## config.mk

```make
export PLATFORM = sky130hd
export DESIGN_NAME = bldc_position_commutator
export DESIGN_NICKNAME = d
export VERILOG_FILES = /design/src/design/bpc_pkg.sv /design/src/design/bldc_position_commutator.sv
export SDC_FILE = /design/constraint.sdc
export NUM_CORES = 2
export LEC_CHECK = 0
export BUFFER_PORTS_ARGS = -buffer_cell sky130_fd_sc_hd__buf_2
export CAP_MARGIN = 10
export CELL_PAD_IN_SITES_DETAIL_PLACEMENT = 0
export CELL_PAD_IN_SITES_GLOBAL_PLACEMENT = 2
export CORE_MARGIN = 8
export CORE_UTILIZATION = 40
export CTS_BUF_LIST = sky130_fd_sc_hd__clkbuf_4 sky130_fd_sc_hd__clkbuf_8
export DETAILED_ROUTE_END_ITERATION = 6
export HOLD_SLACK_MARGIN = 0.12
export PLACE_DENSITY = 0.87
export SETUP_SLACK_MARGIN = 0.02
export SLEW_MARGIN = 0
export SYNTH_ARGS = -nofsm -noshare
export SYNTH_HDL_FRONTEND = slang
export SYNTH_SLANG_ARGS = --single-unit
export TNS_END_PERCENT = 100
```

## constraint.sdc

```tcl
create_clock -name clock -period 11.64 [get_ports clock]
set_clock_uncertainty 0.1 [all_clocks]
set_input_delay 2.328 -clock clock [delete_from_list [all_inputs] [get_ports clock]]
set_output_delay 2.328 -clock clock [all_outputs]
set_load 0.02 [all_outputs]
```

## src/design/bpc_pkg.sv

```systemverilog
// bpc_pkg: types, tables and constants of the position commutator.
// No dependencies; used by bldc_position_commutator.
package bpc_pkg;

   localparam int unsigned HALL_W    = 3;
   localparam int unsigned EDGES_W   = 8;
   localparam int unsigned PATTERN_W = 6;
   localparam int unsigned DUTY_W    = 11;
   localparam int unsigned POS_W     = 20;
   localparam int unsigned EDGE_W    = 16;
   localparam int unsigned PASS_W    = 14;
   localparam int unsigned CSR_W     = 20;
   localparam int unsigned CSR_ADDR_W = 3;

   localparam logic [POS_W-1:0]  POS_MAX  = 20'hF_FFFF;
   localparam logic [EDGE_W-1:0] EDGE_MAX = 16'hFFFF;
   localparam logic [PASS_W-1:0] PASS_MAX = 14'h3FFF;

   localparam logic [DUTY_W-1:0] DUTY_NEG   = 11'd102;
   localparam logic [DUTY_W-1:0] DUTY_CAP   = 11'd819;
   localparam logic [DUTY_W-1:0] DUTY_FORCE = 11'd768;
   localparam logic [DUTY_W-1:0] DUTY_FULL  = 11'd1024;

   // reset values of the control registers
   localparam logic [19:0] TARGET_RST = 20'd3510;
   localparam logic [2:0]  ORIGIN_RST = 3'd0;
   localparam logic [2:0]  HOME_RST   = 3'd0;
   localparam logic [2:0]  LEAD_RST   = 3'b110;   // -2
   localparam logic [15:0] PGAIN_RST  = 16'd438;
   localparam logic [19:0] DGAIN_RST  = 20'd393846;

   // six-step drive entries, entries 6 and 7 all off
   localparam logic [PATTERN_W-1:0] PHASE_TABLE [8] = '{
      6'h12, 6'h18, 6'h09, 6'h21, 6'h24, 6'h06, 6'h00, 6'h00
   };

   // raw hall pattern to rotor state, invalid patterns give 7
   localparam logic [2:0] ROTOR_MAP [8] = '{
      3'd7, 3'd5, 3'd3, 3'd4, 3'd1, 3'd0, 3'd2, 3'd7
   };

   typedef enum logic [CSR_ADDR_W-1:0] {
      CSR_TARGET_COUNT = 3'd0,
      CSR_ROTOR_ORIGIN = 3'd1,
      CSR_HOME_HALL    = 3'd2,
      CSR_PHASE_LEAD   = 3'd3,
      CSR_P_GAIN       = 3'd4,
      CSR_D_GAIN       = 3'd5
   } csr_addr_type;

   typedef struct packed {
      logic [HALL_W-1:0]  hall;
      logic [EDGES_W-1:0] encoder_edges;
      logic               speed_sample;
   } req_type;

   typedef struct packed {
      logic [PATTERN_W-1:0] drive_pattern;
      logic [DUTY_W-1:0]    duty;
      logic [POS_W-1:0]     position;
      logic                 below_target;
      logic                 commutated;
   } rsp_type;

endpackage

```

## src/design/bldc_position_commutator.sv

```systemverilog
// rsp_valid rises once a req transfer has passed the stage 1, stage 2 and output registers;
// one transfer per cycle sustained while rsp_stall stays low.
// Three stages: position/state update, gain products, duty clamp and commutation.
// Throughput is set by the per-tick state loop (edge count, pass count), closed in stage 1.
// Synchronous active-high reset: empty pipeline, counters zero, drive 0x12, duty 1024,
// control registers back to their defaults. Depends on bpc_pkg.
module bldc_position_commutator #(
   parameter int unsigned COUNTS_PER_REV = 117
) (
   input  logic                          clock,
   input  logic                          reset,
   input  logic                          req_valid,
   output logic                          req_stall,
   input  bpc_pkg::req_type              req_data,
   output logic                          rsp_valid,
   input  logic                          rsp_stall,
   output bpc_pkg::rsp_type              rsp_data,
   input  logic                          csr_we,
   input  logic [bpc_pkg::CSR_ADDR_W-1:0] csr_addr,
   input  logic [bpc_pkg::CSR_W-1:0]     csr_wdata
);

   // base = pass_count * COUNTS_PER_REV, kept incrementally
   localparam int unsigned BASE_MAX = int'(bpc_pkg::PASS_MAX) * COUNTS_PER_REV;
   localparam int unsigned BASE_W   = $clog2(BASE_MAX + 1);
   localparam int unsigned SUM_W    = ((BASE_W > bpc_pkg::POS_W) ? BASE_W : bpc_pkg::POS_W) + 1;
   localparam int unsigned ERR_W    = bpc_pkg::POS_W + 1;
   localparam int unsigned PP_W     = 17 + ERR_W;
   localparam int unsigned PD_W     = 21 + ERR_W;
   localparam int unsigned DEM_W    = PD_W;

   // ---------------- control registers ----------------
   logic [19:0]        target_ff;
   logic [2:0]         origin_ff;
   logic [2:0]         home_ff;
   logic signed [2:0]  lead_ff;
   logic [15:0]        p_gain_ff;
   logic [19:0]        d_gain_ff;

   always_ff @(posedge clock) begin
      if (reset) begin
         target_ff <= bpc_pkg::TARGET_RST;
         origin_ff <= bpc_pkg::ORIGIN_RST;
         home_ff   <= bpc_pkg::HOME_RST;
         lead_ff   <= bpc_pkg::LEAD_RST;
         p_gain_ff <= bpc_pkg::PGAIN_RST;
         d_gain_ff <= bpc_pkg::DGAIN_RST;
      end else if (csr_we) begin
         case (bpc_pkg::csr_addr_type'(csr_addr))
            bpc_pkg::CSR_TARGET_COUNT: target_ff <= csr_wdata[19:0];
            bpc_pkg::CSR_ROTOR_ORIGIN: origin_ff <= csr_wdata[2:0];
            bpc_pkg::CSR_HOME_HALL:    home_ff   <= csr_wdata[2:0];
            bpc_pkg::CSR_PHASE_LEAD:   lead_ff   <= csr_wdata[2:0];
            bpc_pkg::CSR_P_GAIN:       p_gain_ff <= csr_wdata[15:0];
            bpc_pkg::CSR_D_GAIN:       d_gain_ff <= csr_wdata[19:0];
            default: ;   // writes beyond the map are dropped
         endcase
      end
   end

   // ---------------- pipeline flow control ----------------
   // A stage advances when it is empty or its successor advances, so a rsp stall
   // backs up one stage at a time; the front keeps taking transfers until all
   // three stages hold one.
   logic s1_vld_ff, s2_vld_ff, out_vld_ff;
   logic adv1, adv2, adv3, req_fire;

   assign adv3      = !out_vld_ff || !rsp_stall;
   assign adv2      = !s2_vld_ff  || adv3;
   assign adv1      = !s1_vld_ff  || adv2;
   assign req_stall = !adv1;
   assign req_fire  = req_valid && adv1;

   always_ff @(posedge clock) begin
      if (reset) begin
         s1_vld_ff  <= 1'b0;
         s2_vld_ff  <= 1'b0;
         out_vld_ff <= 1'b0;
      end else begin
         if (adv1) s1_vld_ff  <= req_valid;
         if (adv2) s2_vld_ff  <= s1_vld_ff;
         if (adv3) out_vld_ff <= s2_vld_ff;
      end
   end

   // ---------------- stage 1: tick state and position ----------------
   logic [bpc_pkg::EDGE_W-1:0]  edge_count_ff, edge_count_in;
   logic [bpc_pkg::PASS_W-1:0]  pass_count_ff, pass_count_in;
   logic [BASE_W-1:0]           base_ff, base_in;
   logic [2:0]                  last_rotor_ff, last_rotor_in;
   logic [bpc_pkg::POS_W-1:0]   sampled_ff, sampled_in;
   logic signed [ERR_W-1:0]     speed_delta_ff, speed_delta_in;

   logic [bpc_pkg::EDGE_W:0]    edge_sum;
   logic [bpc_pkg::EDGE_W-1:0]  edge_sat;
   logic [SUM_W-1:0]            pos_sum;
   logic [bpc_pkg::POS_W-1:0]   pos;
   logic                        below;
   logic signed [ERR_W-1:0]     err;
   logic [2:0]                  rotor;
   logic                        changed, pass_evt;
   logic [5:0]                  lead_x;
   logic [2:0]                  drive_idx;

   always_comb begin
      edge_sum = {1'b0, edge_count_ff} + (bpc_pkg::EDGE_W + 1)'(req_data.encoder_edges);
      edge_sat = edge_sum[bpc_pkg::EDGE_W] ? bpc_pkg::EDGE_MAX : edge_sum[bpc_pkg::EDGE_W-1:0];

      // position from the pass count before this tick's pass update
      pos_sum = SUM_W'(base_ff) + SUM_W'(edge_sat);
      pos     = (pos_sum > SUM_W'(bpc_pkg::POS_MAX)) ? bpc_pkg::POS_MAX
                                                    : pos_sum[bpc_pkg::POS_W-1:0];
      below   = target_ff > pos;
      err     = $signed({1'b0, target_ff}) - $signed({1'b0, pos});

      rotor    = bpc_pkg::ROTOR_MAP[req_data.hall];
      changed  = rotor != last_rotor_ff;
      pass_evt = changed && (req_data.hall == home_ff);

      // rotor - origin + lead + 6, remainder by 6 truncated toward zero;
      // a negative remainder keeps its low bits (-1 lands on the all-off entry)
      lead_x = 6'(rotor) - 6'(origin_ff) + 6'(lead_ff) + 6'd6;
      if (lead_x[5])
         drive_idx = lead_x[2:0];
      else if (lead_x >= 6'd12)
         drive_idx = 3'(lead_x - 6'd12);
      else if (lead_x >= 6'd6)
         drive_idx = 3'(lead_x - 6'd6);
      else
         drive_idx = lead_x[2:0];

      edge_count_in  = pass_evt ? '0 : edge_sat;
      pass_count_in  = pass_count_ff;
      base_in        = base_ff;
      if (pass_evt && (pass_count_ff < bpc_pkg::PASS_MAX)) begin
         pass_count_in = pass_count_ff + 1'b1;
         base_in       = base_ff + BASE_W'(COUNTS_PER_REV);
      end
      last_rotor_in  = rotor;
      sampled_in     = sampled_ff;
      speed_delta_in = speed_delta_ff;
      if (req_data.speed_sample) begin
         speed_delta_in = $signed({1'b0, pos}) - $signed({1'b0, sampled_ff});
         sampled_in     = pos;
      end
   end

   always_ff @(posedge clock) begin
      if (reset) begin
         edge_count_ff  <= '0;
         pass_count_ff  <= '0;
         base_ff        <= '0;
         last_rotor_ff  <= '0;
         sampled_ff     <= '0;
         speed_delta_ff <= '0;
      end else if (req_fire) begin
         edge_count_ff  <= edge_count_in;
         pass_count_ff  <= pass_count_in;
         base_ff        <= base_in;
         last_rotor_ff  <= last_rotor_in;
         sampled_ff     <= sampled_in;
         speed_delta_ff <= speed_delta_in;
      end
   end

   // stage 1 payload
   logic signed [ERR_W-1:0]        s1_err_ff, s1_delta_ff;
   logic                           s1_changed_ff, s1_below_ff;
   logic [bpc_pkg::PATTERN_W-1:0]  s1_pattern_ff;
   logic [bpc_pkg::POS_W-1:0]      s1_pos_ff;

   always_ff @(posedge clock) begin
      if (req_fire) begin
         s1_err_ff     <= err;
         s1_delta_ff   <= speed_delta_in;
         s1_changed_ff <= changed;
         s1_below_ff   <= below;
         s1_pattern_ff <= bpc_pkg::PHASE_TABLE[drive_idx];
         s1_pos_ff     <= pos;
      end
   end

   // ---------------- stage 2: gain products ----------------
   logic signed [16:0]             p_gain_s;
   logic signed [20:0]             d_gain_s;
   logic signed [PP_W-1:0]         prod_p_in, s2_prod_p_ff;
   logic signed [PD_W-1:0]         prod_d_in, s2_prod_d_ff;
   logic                           s2_changed_ff, s2_below_ff;
   logic [bpc_pkg::PATTERN_W-1:0]  s2_pattern_ff;
   logic [bpc_pkg::POS_W-1:0]      s2_pos_ff;

   assign p_gain_s  = $signed({1'b0, p_gain_ff});
   assign d_gain_s  = $signed({1'b0, d_gain_ff});
   assign prod_p_in = PP_W'(p_gain_s) * PP_W'(s1_err_ff);
   assign prod_d_in = PD_W'(d_gain_s) * PD_W'(s1_delta_ff);

   always_ff @(posedge clock) begin
      if (s1_vld_ff && adv2) begin
         s2_prod_p_ff  <= prod_p_in;
         s2_prod_d_ff  <= prod_d_in;
         s2_changed_ff <= s1_changed_ff;
         s2_below_ff   <= s1_below_ff;
         s2_pattern_ff <= s1_pattern_ff;
         s2_pos_ff     <= s1_pos_ff;
      end
   end

   // ---------------- stage 3: duty, commutation, held drive ----------------
   logic signed [DEM_W-1:0]        demand;
   logic [bpc_pkg::DUTY_W-1:0]     duty;
   logic                           commute;
   logic [bpc_pkg::PATTERN_W-1:0]  held_pattern_ff, held_pattern_in;
   logic [bpc_pkg::DUTY_W-1:0]     held_duty_ff, held_duty_in;
   bpc_pkg::rsp_type               rsp_data_ff, rsp_data_in;

   always_comb begin
      demand = DEM_W'(s2_prod_p_ff) - s2_prod_d_ff;
      if (demand[DEM_W-1])
         duty = bpc_pkg::DUTY_NEG;
      else if (demand > DEM_W'(bpc_pkg::DUTY_CAP))
         duty = bpc_pkg::DUTY_CAP;
      else
         duty = bpc_pkg::DUTY_W'(demand[9:0]);

      // a rotor change commutates while short of target; otherwise a high duty forces it
      commute = s2_changed_ff ? s2_below_ff : (duty > bpc_pkg::DUTY_FORCE);

      held_pattern_in = commute ? s2_pattern_ff : held_pattern_ff;
      held_duty_in    = commute ? duty : held_duty_ff;

      rsp_data_in.drive_pattern = held_pattern_in;
      rsp_data_in.duty          = held_duty_in;
      rsp_data_in.position      = s2_pos_ff;
      rsp_data_in.below_target  = s2_below_ff;
      rsp_data_in.commutated    = commute;
   end

   always_ff @(posedge clock) begin
      if (reset) begin
         held_pattern_ff <= bpc_pkg::PHASE_TABLE[0];
         held_duty_ff    <= bpc_pkg::DUTY_FULL;
      end else if (s2_vld_ff && adv3) begin
         held_pattern_ff <= held_pattern_in;
         held_duty_ff    <= held_duty_in;
      end
   end

   always_ff @(posedge clock) begin
      if (s2_vld_ff && adv3) rsp_data_ff <= rsp_data_in;
   end

   assign rsp_valid = out_vld_ff;
   assign rsp_data  = rsp_data_ff;

`ifndef SYNTHESIS
   // incremental base tracks the pass count
   a_base_tracks_pass: assert property (@(posedge clock) disable iff (reset)
      int'(base_ff) == int'(pass_count_ff) * COUNTS_PER_REV)
      else $error("position base out of step with pass count");

   // a home pass clears the edge count
   a_pass_clears_edges: assert property (@(posedge clock) disable iff (reset)
      (req_fire && pass_evt) |=> (edge_count_ff == '0))
      else $error("edge count not cleared on home pass");

   // input side stalls only with every stage full and the output held
   a_stall_only_full: assert property (@(posedge clock) disable iff (reset)
      req_stall |-> (s1_vld_ff && s2_vld_ff && out_vld_ff && rsp_stall))
      else $error("input stalled with room in the pipeline");

   // held duty is full scale from reset or a clamped demand
   a_duty_range: assert property (@(posedge clock) disable iff (reset)
      (held_duty_ff <= bpc_pkg::DUTY_CAP) || (held_duty_ff == bpc_pkg::DUTY_FULL))
      else $error("held duty outside its range");
`endif

endmodule
```

==> results.ini <==
[run_status]
outcome = completed

[finish]
multi_input_area_sq_mm = 0.03259
nets = 6199
areaGrowthSynthToFinish_pct = 7.871
final_util = 0.4352
fill_cells = 11470
final_cell_mix = 916 x inv_1, 731 x nand2_1, 680 x fa_1
drive_gt1_frac = 0.07083
final_common_cell = inv_1
register_area_sq_mm = 0.01012
stdcell_count = 6678

[clocking]
hold_buffers = 0
post_cts_resized = 0
postCtsSetupBuffers = 0
htreeDepth = 3
clk_pin_slew_ps = 60
clk_latency_ps = 680
clk_path_buf_depth = 3
numCtsBuffers = 74
cts_tree = done
clock_sinks = 397
cts_root_buf = clkbuf_8

[critical_path]
required_ps = 11950
regToRegStartpoint = s1_delta_ff[9]
worstSetupStartpoint = req_data[1]
worstPathMaxFanout = 20
critPathLaunchType = input port
crit_top_cell = a21oi_1
r2r_setup_slack_ps = 2790
critPathKind = input port to flip-flop
critPathArrivalTime_ps = 9690
slowest_delay_ps = 490
crit_cells = 34
r2r_cells = 27
cp_slowest_cell = o31ai_1
worst-path-buf-inv = 2
critPathCapture = s1_err_ff[17]
cp-end-kind = flip-flop
crit_family = compound AO/OA/AOI/OAI gates
rr_endpoint = s2_prod_d_ff[41]

[yosys]
synth.largest_area_cell = fa_1
synth_compound_area_frac = 0.09169
synth.area.top_cells = fa_1 29%, edfxtp_1 14%, ha_1 10%
synthArstFlopShare = 0
yosysWarnings = 0
synth_top_family_by_area = adder cells
yosysUniqueCellTypes = 99
muxShareOfSynthArea = 0.01250
avgSynthCellArea_sq_um = 9.246
synthSimpleGateAreaFrac = 0.1573
ys_ff_latch = 397
synth-edff-count = 217
synth_fa_ha_area_frac = 0.3949
synth_cells = 5077
synth_top_area_frac = 0.2900
synth.net_count = 6185
synth-xor-area-share = 0.03732
synth_ff_type = edfxtp_1
ys_seq_area_frac = 0.2156
syn_area_sq_mm = 0.04694

[die]
ios = 81
rows = 125
dieHeight_um = 358.6
die_w_um = 358.6
die_area_sq_mm = 0.1286
core_area_sq_mm = 0.1164
start_util = 0.4034

[grt]
grt-ovfl-total = 0
grt_pass1_wl_um = 203100
antenna_found_initial = 5
grt_usage = 0.2015
grt_pass1_vias = 35930
grt_max_degree = 107

[sta]
hold_viol_final = 0
rsz0062_at_grt = false
fmaxAchievable_ghz = 0.1066
setup_viol = 0
worstMarginPinSlew_ps = 1217
period_needed_ps = 9380
finalCritPeriodShare = 0.8059
max-slew-margin-rel = 0.1877
slew_violations = 0
finalSetupTns_ps = 0

[drt]
drt_wl_total_um = 127900
wl_per_cell_um = 19.16
ant_nets = 0
drc_errors = 0
vias = 34350
drtPass1Iterations = 5
avgViaCountPerCell = 5.144
first_iter_violations = 1906

[placed_design]
dp_hpwl_um = 99090
gp_congestion = 0.8694
portBuffers = 80
placed_cells = 6539

[run]
max-cap-violations = 0

[hold_path]
hp-class = flip-flop to flip-flop

-- synth_stat cells, types with 14 or more instances --
cell	instances
nand3b_1	25
nand2_1	731
ha_1	388
fa_1	680
xor2_1	68
and2_1	283
and3_1	27
a31oi_1	22
mux2i_1	23
xnor2_1	132
mux2_2	29
o21ai_0	91
nor3_1	41
nor2_1	232
a21o_1	73
inv_1	917
a211oi_1	39
o21bai_1	30
clkbuf_1	203
nand4_1	20
dfxtp_1	180
edfxtp_1	217
nor2b_1	31
a21oi_1	232
o21a_1	20
nand3_1	60
a211o_1	14
a22oi_1	19
nand2b_1	43
-- cell families (layout without fill, tap and decap cells) --
group,Yosys count,count (layout)
and+or+nand+nor,1565,1565
muxes,54,54
DFF,397,397
AOI/OAI and AO/OA,658,658
adders and majority gates,1075,1075
other,0,1
xor gates and xnor gates,200,200
buffers and inverters,1128,1204
-- per-stage QoR --
| stage | setup WS, ps | hold WS [ps] | instance area, sq um |
|---|---|---|---|
| 3_5_place_dp | 1667 | 306.5 | 48980 |
| 4_1_cts | 2388 | 322.4 | 50630 |
| 5_1_grt | 1736 | 323.2 | 50640 |
| 3_3_place_gp | 1782 | 305.4 | 48980 |
| 2_1_floorplan | 2585 | 300.3 | 46940 |
| 6_report | 2260 | 315.6 | 50640 |
-- registers in the layout, summed over array words and instances (netlist names), 11 cells and up --
| register | flops |
|---|---|
| s2_prod_d_ff | 42 |
| rsp_data | 39 |
| s2_prod_p_ff | 38 |
| base_ff | 21 |
| s1_delta_ff | 21 |
| s1_err_ff | 21 |
| speed_delta_ff | 21 |
| d_gain_ff | 20 |
| s1_pos_ff | 20 |
| s2_pos_ff | 20 |
| sampled_ff | 20 |
| target_ff | 20 |
| edge_count_ff | 16 |
| p_gain_ff | 16 |
| pass_count_ff | 14 |
| held_duty_ff | 11 |
-- worst min-delay path by stage --
| stage | slack [ps] | from | cells after the start | endpoint |
|---|---|---|---|---|
| after CTS | 320 | s1_pos_ff[5] | 0 | s2_pos_ff[5] |
| after global routing | 320 | s2_pos_ff[17] | 0 | rsp_data[19] |
| after floorplan | 300 | s2_pos_ff[8] | 0 | rsp_data[10] |
| after global placement | 310 | s1_pos_ff[5] | 0 | s2_pos_ff[5] |
| final | 320 | s2_pos_ff[10] | 0 | rsp_data[12] |
| after detailed placement | 310 | s2_pos_ff[14] | 0 | rsp_data[16] |
-- layout make-up --
type,instances,area share
tap,1524,0.03766
antenna,1,0.00004942
inverter,918,0.06808
clock inverter,27,0.004794
multi-input combinational,3552,0.6435
sequential,397,0.1999
timing repair buffer,148,0.01811
clock buffer,111,0.02795
-- layer usage --
metal | track usage | wire length (um)
met1 | 0.2686 | 57250
met4 | 0.06783 | 4472
met3 | 0.03025 | 6742
met5 | 0 | 0
met2 | 0.3354 | 59460
Power is left out: the tool's default activity adds up to more than one toggle a clock period on the data nets, which glitch-free logic cannot reach.
